**config.mk**
```make
export PLATFORM = sky130hd
export DESIGN_NAME = stepper_trapezoid_ramp
export DESIGN_NICKNAME = d
export VERILOG_FILES = /design/src/design/stramp_pkg.sv /design/src/design/stepper_trapezoid_ramp.sv
export SDC_FILE = /design/constraint.sdc
export NUM_CORES = 1
export LEC_CHECK = 0
export BUFFER_PORTS_ARGS = -buffer_cell sky130_fd_sc_hd__buf_2
export CORE_MARGIN = 2
export CORE_UTILIZATION = 55
export DETAILED_ROUTE_END_ITERATION = 10
export PLACE_DENSITY = 0.73
export SYNTH_ARGS = -nofsm -noshare
export SYNTH_HDL_FRONTEND = slang
export SYNTH_SLANG_ARGS = --single-unit
```
**constraint.sdc**
```tcl
create_clock -name i_clk -period 8.6 [get_ports i_clk]
set_input_delay 1.29 -clock i_clk [delete_from_list [all_inputs] [get_ports i_clk]]
set_output_delay 1.29 -clock i_clk [all_outputs]
set_load 0.01 [all_outputs]
```
**src/design/stramp_pkg.sv**
```systemverilog
package stramp_pkg;

    // Input function codes.
    localparam logic [1:0] FUNC_TICK  = 2'd0;
    localparam logic [1:0] FUNC_RAMP  = 2'd1;
    localparam logic [1:0] FUNC_CONST = 2'd2;
    localparam logic [1:0] FUNC_LIMIT = 2'd3;

    // Configuration register indexes.
    localparam logic [1:0] CFG_MIN_PERIOD = 2'd0;
    localparam logic [1:0] CFG_MAX_PERIOD = 2'd1;
    localparam logic [1:0] CFG_ACCEL_STEP = 2'd2;

    // Field and register widths fixed by the interface.
    localparam int CFG_IDX_W   = 2;
    localparam int CFG_DATA_W  = 16;
    localparam int STEP_CNT_W  = 32;

    // Register reset values, before masking to the period width.
    localparam logic [31:0] MIN_PERIOD_RST = 32'd100;
    localparam logic [31:0] MAX_PERIOD_RST = 32'd2000;
    localparam logic [15:0] ACCEL_STEP_RST = 16'd10;

    // One result word.
    typedef struct packed {
        logic step_pulse;
        logic dir_out;
        logic enable_n;
        logic busy_res;
        logic move_done;
    } t_result;

endpackage

```
**src/design/stepper_trapezoid_ramp.sv**
```systemverilog
// Step and direction generator for a stepper driver with trapezoidal ramping.
// Every input word is either a one-microsecond tick (func 0) or a start command
// for a ramped, constant-speed or move-to-limit move, and every input word yields
// exactly one result word. The block takes one word per clock cycle: all state
// updates for a word are done in the cycle it is accepted and its result lands
// in the output register, so a result shows in the cycle after its word is taken.
// i_ready of the result side is the only thing that throttles input: o_ready is
// high whenever the output register is empty or is being read in that cycle.
// Configuration writes take effect at the next clock edge and should only be
// issued while no move runs and no result is pending.
module stepper_trapezoid_ramp #(
    parameter int COUNT_WIDTH  = 32,
    parameter int PERIOD_WIDTH = 16
) (
    input  logic                                i_clk,
    input  logic                                i_rst_n,
    // Configuration write port.
    input  logic                                i_cfg_we,
    input  logic [stramp_pkg::CFG_IDX_W-1:0]    i_cfg_index,
    input  logic [stramp_pkg::CFG_DATA_W-1:0]   i_cfg_data,
    // Input word channel.
    input  logic                                i_valid,
    output logic                                o_ready,
    input  logic [1:0]                          i_func,
    input  logic                                i_direction,
    input  logic [stramp_pkg::STEP_CNT_W-1:0]   i_step_count,
    input  logic                                i_limit_switch,
    // Result word channel.
    output logic                                o_valid,
    input  logic                                i_ready,
    output logic                                o_step_pulse,
    output logic                                o_dir_out,
    output logic                                o_enable_n,
    output logic                                o_busy_res,
    output logic                                o_move_done
);
    import stramp_pkg::*;

    localparam int CW = COUNT_WIDTH;
    localparam int PW = PERIOD_WIDTH;

    // Configuration registers.
    logic [PW-1:0] r_min_period;
    logic [PW-1:0] r_max_period;
    logic [15:0]   r_accel_step;

    // Move state.
    logic          r_active,      n_active;
    logic [1:0]    r_move_mode,   n_move_mode;
    logic          r_dir_reg,     n_dir_reg;
    logic [CW-1:0] r_steps_left,  n_steps_left;
    logic [CW-1:0] r_decel_start, n_decel_start;
    logic [CW-1:0] r_accel_stop,  n_accel_stop;
    logic [PW-1:0] r_cur_period,  n_cur_period;
    logic [PW-1:0] r_wait_timer,  n_wait_timer;
    logic          r_pulse_phase, n_pulse_phase;

    // Output register.
    logic          r_out_valid;
    t_result       r_result,      n_result;

    logic          w_in_accept;
    logic [31:0]   w_cfg_ext;
    logic [CW-1:0] w_count;
    logic [PW:0]   w_period_sum;
    logic [PW-1:0] w_mean_period;
    logic [31:0]   w_accel_ext;
    logic [PW-1:0] w_down_gap;
    logic [PW-1:0] w_up_gap;
    logic [PW-1:0] w_ramp_period;

    assign o_ready     = !r_out_valid || i_ready;
    assign w_in_accept = i_valid && o_ready;

    // Configuration writes; periods are kept at the period width.
    assign w_cfg_ext = 32'(i_cfg_data);

    always_ff @(posedge i_clk) begin
        if (!i_rst_n) begin
            r_min_period <= MIN_PERIOD_RST[PW-1:0];
            r_max_period <= MAX_PERIOD_RST[PW-1:0];
            r_accel_step <= ACCEL_STEP_RST;
        end else if (i_cfg_we) begin
            unique case (i_cfg_index)
                CFG_MIN_PERIOD: r_min_period <= w_cfg_ext[PW-1:0];
                CFG_MAX_PERIOD: r_max_period <= w_cfg_ext[PW-1:0];
                CFG_ACCEL_STEP: r_accel_step <= i_cfg_data;
                default: ;
            endcase
        end
    end

    // Shared arithmetic: mean period and the ramp step of the current period.
    assign w_count       = i_step_count[CW-1:0];
    assign w_period_sum  = {1'b0, r_min_period} + {1'b0, r_max_period};
    assign w_mean_period = w_period_sum[PW:1];
    assign w_accel_ext   = 32'(r_accel_step);
    assign w_down_gap    = r_cur_period - r_min_period;
    assign w_up_gap      = r_max_period - r_cur_period;

    // Ramp update, evaluated against the count of steps still to run.
    always_comb begin
        w_ramp_period = r_cur_period;
        if (r_steps_left >= r_accel_stop) begin
            if (r_cur_period > r_min_period) begin
                w_ramp_period = (32'(w_down_gap) > w_accel_ext)
                              ? r_cur_period - w_accel_ext[PW-1:0] : r_min_period;
            end
        end else if (r_steps_left < r_decel_start) begin
            if (r_cur_period < r_max_period) begin
                w_ramp_period = (32'(w_up_gap) > w_accel_ext)
                              ? r_cur_period + w_accel_ext[PW-1:0] : r_max_period;
            end
        end
    end

    // Next state and result for the word at the input.
    always_comb begin
        logic step_over;
        logic move_end;
        logic pulse;
        logic done;

        n_active      = r_active;
        n_move_mode   = r_move_mode;
        n_dir_reg     = r_dir_reg;
        n_steps_left  = r_steps_left;
        n_decel_start = r_decel_start;
        n_accel_stop  = r_accel_stop;
        n_cur_period  = r_cur_period;
        n_wait_timer  = r_wait_timer;
        n_pulse_phase = r_pulse_phase;
        step_over     = 1'b0;
        move_end      = 1'b0;
        pulse         = 1'b0;
        done          = 1'b0;

        if (i_func != FUNC_TICK && !r_active) begin
            // Start of a move: latch it, the first high tick follows.
            n_move_mode   = i_func;
            n_dir_reg     = i_direction;
            n_pulse_phase = 1'b0;
            n_wait_timer  = '0;
            n_steps_left  = w_count;
            n_decel_start = w_count >> 2;
            n_accel_stop  = w_count - (w_count >> 2);
            n_cur_period  = (i_func == FUNC_RAMP) ? r_max_period : w_mean_period;
            if (i_func != FUNC_LIMIT && w_count == '0) begin
                done = 1'b1;
            end else begin
                n_active = 1'b1;
            end
        end else if (r_active) begin
            // Step timing: one high tick, then the period in low ticks.
            if (!r_pulse_phase) begin
                pulse = 1'b1;
                if (r_cur_period == '0) begin
                    step_over = 1'b1;
                end else begin
                    n_wait_timer  = r_cur_period;
                    n_pulse_phase = 1'b1;
                end
            end else begin
                n_wait_timer = r_wait_timer - 1'b1;
                if (r_wait_timer == PW'(1)) begin
                    n_pulse_phase = 1'b0;
                    step_over     = 1'b1;
                end
            end

            // End of a step: ramp, count down, or test the limit switch.
            if (step_over) begin
                if (r_move_mode == FUNC_LIMIT) begin
                    move_end = !i_limit_switch;
                end else begin
                    if (r_move_mode == FUNC_RAMP) begin
                        n_cur_period = w_ramp_period;
                    end
                    n_steps_left = r_steps_left - 1'b1;
                    move_end     = (r_steps_left == CW'(1));
                end
            end

            if (move_end) begin
                n_active      = 1'b0;
                n_pulse_phase = 1'b0;
                n_wait_timer  = '0;
                done          = 1'b1;
            end
        end

        n_result.step_pulse = pulse;
        n_result.dir_out    = n_dir_reg;
        n_result.enable_n   = !n_active;
        n_result.busy_res   = n_active;
        n_result.move_done  = done;
    end

    // State registers advance once per accepted word.
    always_ff @(posedge i_clk) begin
        if (!i_rst_n) begin
            r_active      <= 1'b0;
            r_move_mode   <= FUNC_TICK;
            r_dir_reg     <= 1'b0;
            r_steps_left  <= '0;
            r_decel_start <= '0;
            r_accel_stop  <= '0;
            r_cur_period  <= '0;
            r_wait_timer  <= '0;
            r_pulse_phase <= 1'b0;
        end else if (w_in_accept) begin
            r_active      <= n_active;
            r_move_mode   <= n_move_mode;
            r_dir_reg     <= n_dir_reg;
            r_steps_left  <= n_steps_left;
            r_decel_start <= n_decel_start;
            r_accel_stop  <= n_accel_stop;
            r_cur_period  <= n_cur_period;
            r_wait_timer  <= n_wait_timer;
            r_pulse_phase <= n_pulse_phase;
        end
    end

    // Output register valid flag.
    always_ff @(posedge i_clk) begin
        if (!i_rst_n) begin
            r_out_valid <= 1'b0;
        end else if (w_in_accept) begin
            r_out_valid <= 1'b1;
        end else if (i_ready) begin
            r_out_valid <= 1'b0;
        end
    end

    // Output register payload.
    always_ff @(posedge i_clk) begin
        if (w_in_accept) begin
            r_result <= n_result;
        end
    end

    assign o_valid      = r_out_valid;
    assign o_step_pulse = r_result.step_pulse;
    assign o_dir_out    = r_result.dir_out;
    assign o_enable_n   = r_result.enable_n;
    assign o_busy_res   = r_result.busy_res;
    assign o_move_done  = r_result.move_done;

    // A finishing word never reports the move as still running.
    a_done_not_busy: assert property (@(posedge i_clk) disable iff (!i_rst_n)
        o_valid && o_move_done |-> !o_busy_res && o_enable_n)
        else $error("move_done reported together with busy");

    // An idle block holds no pending pulse timing.
    a_idle_clean: assert property (@(posedge i_clk) disable iff (!i_rst_n)
        !r_active |-> !r_pulse_phase && r_wait_timer == '0)
        else $error("idle with pulse timing still pending");

    // The busy flag of a result matches the move state it left behind.
    a_busy_tracks_state: assert property (@(posedge i_clk) disable iff (!i_rst_n)
        w_in_accept |=> o_busy_res == r_active)
        else $error("busy result disagrees with move state");

    // While the low time runs, the timer is never zero.
    a_timer_live: assert property (@(posedge i_clk) disable iff (!i_rst_n)
        r_active && r_pulse_phase |-> r_wait_timer != '0)
        else $error("low phase with expired timer");

endmodule
```
Yosys cells after proc, flatten, opt, wreduce, memory -nomap -nowiden
Cells that the tools add are included.
W data, S select, Z words.
{ "word_totals": {"input_bits": 59, "output_inout_bits": 7, "register_bits": 185, "word_cells": 119} }
{ "op_classes": {"muxes": 48, "n_lt_le_gt_ge": 6, "n_bitwise": 1, "n_eq_ne": 11, "n_reduce_logical": 27, "addsub": 8} }
{ "ops": {"columns": ["operator", "n"], "rows": [
  ["$mux W16", 17],
  ["$mux W32", 4],
  ["$gt A16 B16 Y1", 3],
  ["$sub A16 B16 Y16", 3],
  ["$eq A32 B1 Y1 const B", 1],
  ["$ge A32 B32 Y1", 1],
  ["$logic_not A32 Y1", 1],
  ["$lt A32 B30 Y1", 1],
  ["$sub A32 B1 Y32 const B", 1],
  ["$sub A32 B30 Y32", 1],
  ["$mux W1", 27],
  ["$add A16 B16 Y17", 1],
  ["$add A16 B16 Y16", 1],
  ["$eq A16 B1 Y1 const B", 1],
  ["$logic_not A16 Y1", 1],
  ["$lt A16 B16 Y1", 1],
  ["$sub A16 B1 Y16 const B", 1],
  ["$reduce_and A2 Y1", 5],
  ["$reduce_bool A2 Y1", 5],
  ["$reduce_and A8 Y1", 1],
  ["$eq A2 B1 Y1 const B", 3],
  ["$reduce_bool A3 Y1", 2],
  ["$eq A2 B2 Y1 const B", 2],
  ["$logic_not A1 Y1", 4],
  ["10 further kinds", 13]
]} }

Longest topological paths before layout
Gate-level depths: netlist of the first run.
{ "depth": {"ltp_word": 12, "depth_mapped": 22, "mapped_depth_nobuf": 21} }

Least setup slack after synthesis of the first run
Ideal clock, no wire load.
{ "synth_timing": {"path_type": "register to register", "startpoint": "register r_cur_period[1]", "endpoint": "register r_cur_period[9]", "synth_period_minus_slack_ns": 4.651, "n_path_buf": 1, "setup_ns": 0.066, "arrival_ns": 4.585, "t_required_ns": 8.534, "stages_incl_launch_ff": 22, "setup_slack_ns": 3.949, "path_cell_list": "dfxtp_1 inv_1 ha_1 nor2b_1 o21a_1 o21ai_0 a21oi_1 o2111ai_1 a31oi_1 a211o_1 a21oi_1 xnor2_1 ha_1 nand4_1 or4_4 o221a_4 or2_1 buf_6 or3_1 a31oi_1 o211ai_1 a21oi_2"} }
{ "synth_via": {"elab_chain_cells": 11, "elab_cells_between_ends": 28, "cone_classes": "add/sub: 4; order compare: 4; eq/ne: 1; mux: 15; reduce/logical: 4"} }
{ "synth_lines": {"columns": ["item", "line", "text"], "rows": [
  ["from (decl)", "stepper_trapezoid_ramp.sv:54", "logic [PW-1:0] r_cur_period, n_cur_period;"],
  ["from (signal assigned)", "stepper_trapezoid_ramp.sv:218", "r_cur_period <= n_cur_period;"],
  ["$sub A16 B16 Y16", "stepper_trapezoid_ramp.sv:99", "assign w_up_gap = r_max_period - r_cur_period;"],
  ["$gt A16 B16 Y1", "stepper_trapezoid_ramp.sv:111", "w_ramp_period = (32'(w_up_gap) > w_accel_ext)"],
  ["$mux W16", "stepper_trapezoid_ramp.sv:112", "? r_cur_period + w_accel_ext[PW-1:0] : r_max_period;"],
  ["$mux W16", "stepper_trapezoid_ramp.sv:110", "if (r_cur_period < r_max_period) begin"],
  ["$mux W16", "stepper_trapezoid_ramp.sv:109", "end else if (r_steps_left < r_decel_start) begin"],
  ["$mux W16", "stepper_trapezoid_ramp.sv:104", "if (r_steps_left >= r_accel_stop) begin"],
  ["$mux W16", "stepper_trapezoid_ramp.sv:176", "if (r_move_mode == FUNC_RAMP) begin"],
  ["$mux W16", "stepper_trapezoid_ramp.sv:173", "if (r_move_mode == FUNC_LIMIT) begin"],
  ["$mux W16", "stepper_trapezoid_ramp.sv:172", "if (step_over) begin"],
  ["$mux W16", "stepper_trapezoid_ramp.sv:153", "end else if (r_active) begin"],
  ["$mux W16", "stepper_trapezoid_ramp.sv:138", "if (i_func != FUNC_TICK && !r_active) begin"]
]} }
Several ways; a longest one is shown, not always the timed one. The select of a mux whose other input is x is not followed.
A chain may end at the register's enable or synchronous reset.

Final worst setup path of the first run
{ "layout_timing": {"startpoint": "register r_cur_period[1]", "endpoint": "register r_cur_period[6]"} }
The elaborated chain is that of the path after synthesis.

==> results by group, run 1 <==
Logic synthesis
  • Post-synth top area share: 0.222
  • Library cells used by synthesis: 93
  • Post-Synthesis Cells: 2233
  • Post-synth EDFFs: 5
  • Async set-reset flop share out of synthesis: 0
  • Top cells by count, synth: 327 x nand2_1, 261 x a21oi_1, 204 x ha_1, 200 x inv_1, 180 x dfxtp_1
  • Main synth FF type: dfxtp_1
  • Yosys warning count: 0
  • Most common cell in the synthesized netlist: nand2_1
  • Synthesized flop and latch total: 185
  • Dominant cells by area after synthesis: dfxtp_1 22%, ha_1 16%, a21oi_1 8.0%, nand2_1 7.6%, inv_1 4.6%
  • Sequential fraction of the synthesis area: 0.231
  • Syn Nets: 2502
  • Yosys top cell by area: dfxtp_1
  • Mapped cell area: 0.0162 mm2
  • Synth Area per Inst: 7.28 um2

Power and ir drop
  • P_leak: 7.11 nW
  • Sw Share: 0.462
  • Sequential power share: 0.261
  • Pwr Density: 233 mW/mm2
  • VDD IR max: 0.171 mV
  • Clock share of power: 0.188
  • Combinational power share: 0.552
  • Internal cell power: 2.16 mW
  • NetSw: 1.86 mW

Worst setup path
  • WS Path Type: reg -> reg
  • Crit Path Max Fanout: 17
  • CP required: 8.94 ns
  • CP endpoint kind: register
  • Worst EP arrival: 6.05 ns
  • Cells on worst reg2reg path: 20
  • Type of origin of the critical path: register

Clock tree
  • Htree depth: 4
  • Hold-fix buffer count after cts: 0
  • CTS tree: done
  • Skew-Pair Late Insertion Delay: 0.45 ns
  • Post-cts gate resize count: 0
  • CTS max path bufs: 2
  • CTS clk-pin slew, worst paths: 0.08 ns
  • Number of buffers created by CTS: 17
  • Root buf cell: clkbuf_16
  • Post-CTS setup buffer count: 0
  • Clk sinks: 185

Layout
  • Layout area overhead: 6.35%
  • Filler-free cell count of the finished design: 2634
  • Biggest regs: r_accel_stop: 32 flops, r_steps_left: 32 flops, r_decel_start: 30 flops
  • Fillcell total: 2710
  • Nets@finish: 2505
  • Multi-input gate area: 0.0113 mm2
  • Storage cell area: 0.00375 mm2
  • Ratio of cells with drive above 1 in the final layout: 0.0685

Route
  • Iteration-0 DRC Markers: 1779
  • DRC: 0
  • Vias per cell: 6.27
  • Drt pass-1 iters: 5
  • Routed vias: 16500
  • Final wirelength: 51.8 mm
  • Drt wl/cell: 19.6 um
  • DRT antenna net count: 0

Timing
  • Slew HR: 0.214
  • Hold Vio Cnt, Final: 0
  • Final Max Slew Viols: 0
  • F_max: 175 MHz
  • RSZ-0062 raised after global routing: no
  • Final Critical Period: 5.71 ns
  • Clock skew: 0.0179 ns
  • Setup TNS Final: 0 ns
  • Finish-stage setup viols: 0
  • Tightest Pin Transition: 1.17 ns
  • Tcrit/Tclk final: 0.664

Global routing
  • Largest net degree at the start of global routing: 76
  • Initial antenna violation count: 2
  • Vias in the first global route: 14900
  • GRT Util Overall: 0.331
  • Grt ovf: 0
  • First-pass GRT wire length: 81.3 mm

Place
  • Hpwl dp: 38.7 mm
  • GPL Wtd Cong: 0.987
  • Port Buffer Count: 65
  • Number of cells after detailed placement: 2601

Outcome
  • Status: finished clean

Hold path
  • Min-Delay Path Class: reg -> reg
  • Min-Delay Path Depth: 2

Floorplan
  • I/O Pins: 66
  • Die Y-Extent: 176 um
  • Row count: 62
  • DIE AREA: 0.0309 mm2
  • Die span in x: 176 um
  • Initial core utilization: 0.563
  • Core area: 0.0289 mm2

Flow run
  • Number of max-cap violations: 0
## power groups by stage
stage / Clock [mW] / Combinational (mW) / Sequential, mW
2_1_floorplan: 0 / 1.67 / 1.02
3_3_place_gp: 0 / 2.11 / 1.06
3_5_place_dp: 0 / 2.15 / 1.06
4_1_cts: 0.756 / 2.16 / 1.04
5_1_grt: 0.794 / 2.44 / 1.06
6_report: 0.755 / 2.22 / 1.05
## critical path, stage by stage, from the launching register on
cell and delay, ns:
dfxtp_1 0.58, inv_1 0.24, ha_1 0.33, nor2b_1 0.13
o21a_1 0.19, o21ai_0 0.25, a21oi_1 0.14, o2111ai_1 0.28
a31oi_1 0.21, a211o_1 0.29, a21oi_1 0.17, xnor2_1 0.09
ha_1 0.30, nand4_1 0.16, or4_4 0.46, o221a_4 0.31
nor2_2 0.72, mux2i_1 0.27, mux2i_1 0.10, a222oi_1 0.29
a21oi_1 0.10
## per-layer routing
metal | global-route usage | share of wire
met2 | 0.496 | 0.42
met1 | 0.469 | 0.46
met5 | 0 | 0
met3 | 0.0721 | 0.086
met4 | 0.114 | 0.031
## worst paths after layout
check	slack, ns	start	to
max	2.89	r_cur_period[1]	r_cur_period[6]
min	0.45	r_accel_stop[5]	r_accel_stop[5]
max reg2reg	2.89	r_cur_period[1]	r_cur_period[6]
min reg2reg	0.45	r_accel_stop[5]	r_accel_stop[5]
## stage by stage
stage / setup slack [ns] / area [um2] / hold slack, ns / util / total power [mW]
after floorplan: 3.95 / 16200 / 0.430 / - / 2.69
after global placement: 3.16 / 16700 / 0.440 / 0.580 / 3.17
after detailed placement: 3.03 / 16700 / 0.444 / 0.580 / 3.21
after CTS: 3.00 / 17300 / 0.454 / 0.599 / 3.96
after global routing: 2.54 / 17300 / 0.470 / 0.599 / 4.29
final: 2.89 / 17300 / 0.451 / 0.599 / 4.02
## cell usage in the layout (no fill, tap or decap), types with 11 or more instances in the layout
cell type and n:
nand2_1 326, a21oi_1 260, ha_1 204, inv_1 199, dfxtp_1 180, nor2_1 144, o21ai_0 136, nand3_1 72
buf_2 65, xnor2_1 58, nor3_1 47, a21o_1 36, a211oi_1 30, a31oi_1 25, nand4_1 24, nand2b_1 22
o211ai_1 22, nor2b_1 21, nor4_1 20, o21a_1 20, o22ai_1 18, o31ai_1 17, clkbuf_16 17, xor2_1 16
or3_1 15, and3_1 14, or2_2 13, buf_4 13, o21bai_1 12, o2111ai_1 11, mux2i_1 11
## final cells by class
type,instances,area share
timing repair buffer,78,0.0245
clock inverter,15,0.00587
multi-input combinational,1753,0.656
clock buffer,17,0.0246
antenna,1,0.000145
sequential,185,0.217
tap,384,0.0278
inverter,201,0.0438
## kinds of logic after synthesis
logic type,Yosys count,share of synthesized area
simple gates,775,0.222
compound gates,681,0.261
mux,13,0.00816
buf+inv,295,0.0736
flops,185,0.231
fa+ha+maj,210,0.165
xor+xnor,74,0.0399
Power figures use the tool's default switching activity.
==> run 2, diff against run 1 <==
- ABC_AREA: unset -> 1
- PLACE_DENSITY: 0.73 -> 0.76
- clock period: 8.6 -> 4.9 ns (I/O delays scaled with it)
==> run 2 against run 1 <==
- first-iteration DRC count shrank 12%
- critical path depth grew 4
- synthesized area up 6.0%
- total power is 63% higher
- flip-flop and latch count unchanged
- fmax increased by 26%
- register-to-register slack lost 2.5 ns
- combinational power increased by 48%
- critical path type unchanged
==> results by group, run 2 <==
Clock tree
  • Root buf cell: clkbuf_16
  • Htree depth: 4 (unchanged)
  • Post-CTS setup buffer count: 0 (unchanged)
  • Hold-fix buffer count after cts: 0 (unchanged)
  • CTS tree: done
  • Clk sinks: 185 (unchanged)
  • CTS max path bufs: 2 (unchanged)
  • Skew-Pair Late Insertion Delay: 0.45 ns (about the same)
  • Post-cts gate resize count: 0 (unchanged)
  • CTS clk-pin slew, worst paths: 0.07 ns (about the same)
  • Number of buffers created by CTS: 17 (unchanged)

Logic synthesis
  • Main synth FF type: dfxtp_1
  • Dominant cells by area after synthesis: dfxtp_1 21%, ha_1 15%, nand2_1 13%, a21oi_1 9.1%, inv_1 8.1%
  • Most common cell in the synthesized netlist: nand2_1
  • Post-Synthesis Cells: 2698 (+21%)
  • Library cells used by synthesis: 54 (-42%)
  • Synth Area per Inst: 6.38 um2 (-12%)
  • Async set-reset flop share out of synthesis: 0 (unchanged)
  • Post-synth top area share: 0.209 (-0.0126)
  • Synthesized flop and latch total: 185 (unchanged)
  • Yosys warning count: 0 (unchanged)
  • Mapped cell area: 0.0172 mm2 (+6.0%)
  • Top cells by count, synth: 589 x nand2_1, 373 x inv_1, 313 x a21oi_1, 245 x nor2_1, 212 x o21ai_0
  • Syn Nets: 2967 (+19%)
  • Yosys top cell by area: dfxtp_1
  • Post-synth EDFFs: 5 (unchanged)
  • Sequential fraction of the synthesis area: 0.218 (-0.0131)

Timing
  • Setup TNS Final: 0 ns (unchanged)
  • F_max: 220 MHz (+26%)
  • Clock skew: 0.0116 ns (-0.00628 ns)
  • Slew HR: 0.286 (+0.0724)
  • Worst setup margin: 0.362 ns (-2.53 ns)
  • Hold Vio Cnt, Final: 0 (unchanged)
  • Final hold slack: 0.463 ns (+0.0123 ns)
  • Finish-stage setup viols: 0 (unchanged)
  • Final Critical Period: 4.54 ns (-1.17 ns)
  • Tightest Pin Transition: 1.06 ns (-0.111 ns)
  • RSZ-0062 raised after global routing: no
  • Final Max Slew Viols: 0 (unchanged)
  • Tcrit/Tclk final: 0.926 (+0.262)

Route
  • Routed vias: 18000 (+9.1%)
  • Vias per cell: 5.76 (-8.0%)
  • DRC: 0 (unchanged)
  • Iteration-0 DRC Markers: 1559 (-12%)
  • Final wirelength: 58.2 mm (+13%)
  • Drt wl/cell: 18.6 um (-5.1%)
  • Drt pass-1 iters: 5 (unchanged)
  • DRT antenna net count: 0 (unchanged)

Layout
  • Layout Utilization: 0.597 (-0.00217)
  • ANT cells: 0 (-1)
  • Design Area, Final: 0.0183 mm2 (+6.2%)
  • Commonest non-fill, non-tap cell in the layout: nand2_1
  • Biggest regs: r_accel_stop: 32 flops, r_steps_left: 32 flops, r_decel_start: 30 flops
  • Multi-input gate area: 0.0116 mm2 (+2.5%)
  • Fillcell total: 3035 (+12%)
  • Layout area overhead: 6.52%
  • Filler-free cell count of the finished design: 3122 (+19%)
  • Most frequent cells in the layout: 589 x nand2_1, 372 x inv_1, 313 x a21oi_1, 244 x nor2_1, 212 x o21ai_0
  • Ratio of cells with drive above 1 in the final layout: 0.0594 (-0.00905)
  • Nets@finish: 2982 (+19%)
  • Storage cell area: 0.00375 mm2 (unchanged)

Place
  • GPL Wtd Cong: 1.03 (+4.8%)
  • Hpwl dp: 45.9 mm (+18%)
  • Placement Cell Area: 0.0177 mm2 (+6.0%)
  • Number of cells after detailed placement: 3090 (+19%)
  • Pre-CTS setup slack: 0.474 ns (-2.56 ns)
  • Port Buffer Count: 65 (unchanged)

Power and ir drop
  • Internal cell power: 3.57 mW (+65%)
  • NetSw: 2.98 mW (+60%)
  • Pwr Density: 357 mW/mm2 (+53%)
  • Sequential power share: 0.274 (+0.013)
  • Clock share of power: 0.222 (+0.034)
  • VDD IR max: 0.306 mV (+79%)
  • Combinational power share: 0.503 (-0.049)
  • P_leak: 9.21 nW (+29%)
  • Sw Share: 0.455 (-0.00721)
  • Total power: 6.54 mW (+63%)

Worst setup path
  • Crit Path Max Fanout: 16 (-1)
  • Critical-path cell list: ha_1, a21oi_1, o21ai_1, a21oi_1, o21ai_2, a21boi_0, o21ai_1, nand2_1, nand3b_1, nand2_1, inv_1, ha_1, nand2_1, nor2_1, nand4_1, nor2_1, inv_1, nand2_1, nand2_1, nand3_1, nand3_1, nand2_1, nor2_1, nor2_1
  • Slowest-stage cell, CP: dfxtp_1
  • Worst EP arrival: 4.92 ns (-1.13 ns)
  • Slowest stage delay, CP: 0.60 ns (-0.12 ns)
  • CP endpoint kind: register
  • Flop2flop setup slack: 0.36 ns (-2.53 ns)
  • Most common cell on crit path: nand2_1
  • R2R Path Start: r_cur_period[2]
  • WS Path Type: reg -> reg
  • Type of origin of the critical path: register
  • CP required: 5.28 ns (-3.66 ns)
  • Crit. Startpoint: r_cur_period[2]

Floorplan
  • I/O Pins: 66 (unchanged)
  • Initial core utilization: 0.560 (-0.00294)
  • Core area: 0.0307 mm2 (+6.6%)
  • DIE AREA: 0.0327 mm2 (+5.9%)
  • Die span in x: 181 um (+2.9%)
  • Die Y-Extent: 181 um (+2.9%)
  • Row count: 64 (+3.2%)

Hold path
  • Min-Delay Path Class: reg -> reg
  • Hold path startpoint: r_decel_start[1]

Outcome
  • Status: finished clean

Global routing
  • First-pass GRT wire length: 91.4 mm (+12%)
  • GRT Util Overall: 0.354 (+0.0230)
  • Grt ovf: 0 (unchanged)
  • Vias in the first global route: 17300 (+16%)
  • Largest net degree at the start of global routing: 67 (-12%)
  • Initial antenna violation count: 0 (-2)

Flow run
  • Number of max-cap violations: 0 (unchanged)
run 2: final cells by class:
cell class                 count  share of cell area
clock buffer                  21              0.0246
clock inverter                11             0.00791
inverter                     381              0.0780
multi-input combinational   2047               0.633
sequential                   185               0.205
tap                          396              0.0270
timing repair buffer          81              0.0244
run 2: cells by family (layout without fill, tap and decap cells):
group | after synthesis | count (layout) | synth area share
flip-flops | 185 | 185 | 0.218
buffers and inverters | 466 | 494 | 0.108
adder cells (fa/ha/maj) | 210 | 210 | 0.155
AND/OR/NAND/NOR | 1102 | 1102 | 0.268
XOR/XNOR | 90 | 90 | 0.0458
AO/OA/AOI/OAI | 645 | 645 | 0.205
run 2: final timing paths:
check / to / cells after the start
max reg2reg: r_cur_period[8] / 24
min reg2reg: r_decel_start[1] / 2
max: r_cur_period[8] / 24
min: r_decel_start[1] / 2
run 2: per-layer routing:
metal,share of wire,track usage,vias to the layer above
met5,0,0,-
met4,0.062,0.213,0
met3,0.053,0.0365,150
met2,0.48,0.606,630
met1,0.41,0.431,8286
li1,-,-,8932
run 2: worst max-delay path, delay by kind of cell (launching register included):
kind,cells,cell delay (ns)
and+or+nand+nor,14,1.87
AOI/OAI and AO/OA,6,1.21
adders and majority gates,2,0.66
DFF,1,0.60
buffers and inverters,2,0.13
run 2: power groups by stage:
stage / registers [mW] / clock network [mW] / logic, mW
finish: 1.80 / 1.46 / 3.29
global route: 1.81 / 1.53 / 3.68
CTS: 1.79 / 1.47 / 3.23
detailed placement: 1.82 / 0 / 3.21
global placement: 1.82 / 0 / 3.15
floorplan: 1.77 / 0 / 2.39
==> run 3, diff against run 2 <==
- ABC_AREA: 1 -> unset
==> run 3 against run 2 <==
- core utilization rose by 1.5 points
- via count shrank 6.4%
- sequential power about the same
- non-clock buffer count increased by 33
- combinational power increased by 28%
- first-iteration DRC count grew 25%
- largest power group unchanged
- fmax is 2.6% lower
- hold slack worse by 0.0095 ns
- sequential share of layout area rose by 0.82 points
- cell count shrank 14%
- cell area shrank 3.8%
- routed wire length decreased by 6.4%
==> results by group, run 3 (synthesized netlist as in run 1, its figures left out) <==
Clock tree
  • CTS clk-pin slew, worst paths: 0.07 ns (about the same)
  • CTS max path bufs: 2 (unchanged)
  • Skew-Pair Late Insertion Delay: 0.46 ns (about the same)
  • Hold-fix buffer count after cts: 0 (unchanged)
  • Clk sinks: 185 (unchanged)
  • CTS tree: done
  • Htree depth: 4 (unchanged)
  • Root buf cell: clkbuf_16
  • Number of buffers created by CTS: 17 (unchanged)

Global routing
  • First-pass GRT wire length: 84.5 mm (-7.5%)
  • Initial antenna violation count: 1 (+1)
  • GRT Util Overall: 0.348 (-0.00597)
  • GRT met3 Usage: 0.0719 (+0.0354)
  • GR Layer Usage met1: 0.486 (+0.0554)
  • Top Usage Layer GRT: met2
  • Largest net degree at the start of global routing: 72 (+7.5%)
  • Grt ovf: 0 (unchanged)
  • Vias in the first global route: 15300 (-11%)
  • Global Route met2 Usage: 0.527 (-0.0783)

Worst setup path
  • Flop2flop setup slack: 0.24 ns (-0.12 ns)
  • WS Path Type: reg -> reg
  • CP endpoint kind: register
  • CP required: 5.27 ns (about the same)
  • Critical-path cell list: inv_1, ha_1, fa_2, nand2b_4, a211oi_2, o31ai_1, a21boi_1, o21a_1, o21ai_0, nand2b_1, xor2_1, ha_1, nand4_1, or4_4, o221a_4, nor2_2, buf_4, nor2_1, a211oi_1, a211oi_1, o32ai_2
  • Worst EP arrival: 5.03 ns (+0.11 ns)
  • Type of origin of the critical path: register
  • Crit Path Max Fanout: 6 (-10)
  • Slowest stage delay, CP: 0.46 ns (-0.14 ns)
  • Slowest-stage cell, CP: or4_4

Route
  • Drt pass-1 iters: 6 (+1)
  • Vias per cell: 6.31 (+9.4%)
  • Drt wl/cell: 20.4 um (+9.4%)
  • Final wirelength: 54.5 mm (-6.4%)
  • Routed vias: 16800 (-6.4%)
  • DRT antenna net count: 0 (unchanged)
  • Iteration-0 DRC Markers: 1955 (+25%)
  • DRC: 0 (unchanged)

Floorplan
  • Initial core utilization: 0.563 (+0.00294)
  • DIE AREA: 0.0309 mm2 (-5.5%)
  • I/O Pins: 66 (unchanged)
  • Die span in x: 176 um (-2.8%)
  • Row count: 62 (-3.1%)
  • Core area: 0.0289 mm2 (-6.2%)
  • Die Y-Extent: 176 um (-2.8%)

Layout
  • Most frequent cells in the layout: 326 x nand2_1, 257 x a21oi_1, 204 x ha_1, 199 x inv_1, 179 x dfxtp_1
  • Commonest non-fill, non-tap cell in the layout: nand2_1
  • Biggest regs: r_accel_stop: 32 flops, r_steps_left: 32 flops, r_decel_start: 30 flops
  • Nets@finish: 2542 (-15%)
  • Layout area overhead: 8.62%
  • Design Area, Final: 0.0176 mm2 (-3.8%)
  • Ratio of cells with drive above 1 in the final layout: 0.0893 (+0.0299)

Power and ir drop
  • Combinational power share: 0.574 (+0.071)
  • Sequential power share: 0.246 (-0.028)
  • Clock share of power: 0.180 (-0.042)
  • Sw Share: 0.451 (-0.00381)
  • Pwr Density: 417 mW/mm2 (+17%)
  • P_leak: 7.32 nW (-20%)
  • VDD IR max: 0.267 mV (-13%)
  • NetSw: 3.32 mW (+11%)
  • Internal cell power: 4.04 mW (+13%)
  • Total power: 7.35 mW (+12%)

Timing
  • Final Critical Period: 4.66 ns (+0.120 ns)
  • Hold Vio Cnt, Final: 0 (unchanged)
  • Setup TNS Final: 0 ns (unchanged)
  • F_max: 215 MHz (-2.6%)
  • Clock skew: 0.0115 ns (-0.000131 ns)
  • Tightest Pin Transition: 1.14 ns (+0.0748 ns)
  • Tcrit/Tclk final: 0.951 (+0.0245)
  • Slew HR: 0.240 (-0.0456)
  • Final Max Slew Viols: 0 (unchanged)
  • Finish-stage setup viols: 0 (unchanged)

Place
  • Port Buffer Count: 65 (unchanged)
  • Placement Cell Area: 0.0170 mm2 (-4.1%)
  • Hpwl dp: 41.2 mm (-10%)
  • GPL Wtd Cong: 0.967 (-6.5%)

Flow run
  • Number of max-cap violations: 0 (unchanged)

Hold path
  • Min-Delay Path Class: reg -> reg

Outcome
  • Status: finished clean
run 3: cell types whose count changed in the layout (fill, tap and decap cells not counted), sizes merged, moves of 21 or more:
cell / before / now
a21oi: 315 / 263
nand2: 600 / 327
xnor2: 21 / 58
xor2: 69 / 16
nor2b: 0 / 21
a211oi: 10 / 31
nand3: 151 / 72
o21ai: 229 / 140
nand2b: 0 / 22
buf: 81 / 114
nor2: 253 / 149
inv: 380 / 204
run 3: worst paths after layout:
check,startpoint,to,depth (start not counted)
hold reg to reg,r_accel_stop[17],r_accel_stop[17],2
setup / recovery,r_max_period[0],r_cur_period[1],21
hold / removal,r_accel_stop[17],r_accel_stop[17],2
setup reg to reg,r_max_period[0],r_cur_period[1],21
run 3: cell type report:
cell class | count | area [um2]
diodes | 1 | 2.50
multi-input cells | 1754 | 11400
well taps | 384 | 480
flip-flops and latches | 185 | 3750
clock buffers | 23 | 468
clock inverters | 8 | 61.3
fillers | 2703 | 11200
repair buffers | 114 | 706
inverters | 201 | 757
run 3: through the flow:
| step | hold WS [ns] | util | instances | worst slack, ns |
|---|---|---|---|---|
| floorplan | 0.430 | - | 2233 | 0.249 |
| global placement | 0.440 | 0.590 | 2634 | 0.132 |
| detailed placement | 0.445 | 0.590 | 2634 | 0.0538 |
| CTS | 0.455 | 0.608 | 2665 | 0.0138 |
| global route | 0.470 | 0.611 | 2669 | -0.0215 |
| finish | 0.454 | 0.611 | 2670 | 0.242 |
run 3: what timing repair did:
action,in CTS,in global routing
resized for setup,0,21
buffers inserted,0,3
endpoints found under the setup margin,0,16
run 3: power by group through the flow:
stage / clock, mW / sequential (mW) / combinational (mW)
after floorplan: 0 / 1.78 / 2.93
after global placement: 0 / 1.83 / 3.89
after detailed placement: 0 / 1.83 / 3.96
after CTS: 1.33 / 1.80 / 4.00
after global routing: 1.39 / 1.82 / 4.60
final: 1.33 / 1.80 / 4.22
run 3: routing by layer:
metal | vias to the layer above | part of all wire
met5 | - | 0
met4 | 0 | 0.036
met3 | 140 | 0.098
met2 | 815 | 0.42
met1 | 7853 | 0.44
li1 | 8038 | -
run 3: worst max-delay path, delay by kind of cell, from the launching register on:
family                   cells  cell delay (ns)
AO/OA/AOI/OAI                9             1.76
XOR/XNOR                     1             0.07
adder cells (fa/ha/maj)      3             0.89
buffers and inverters        2             0.28
flip-flops                   1             0.34
AND/OR/NAND/NOR              6             1.23
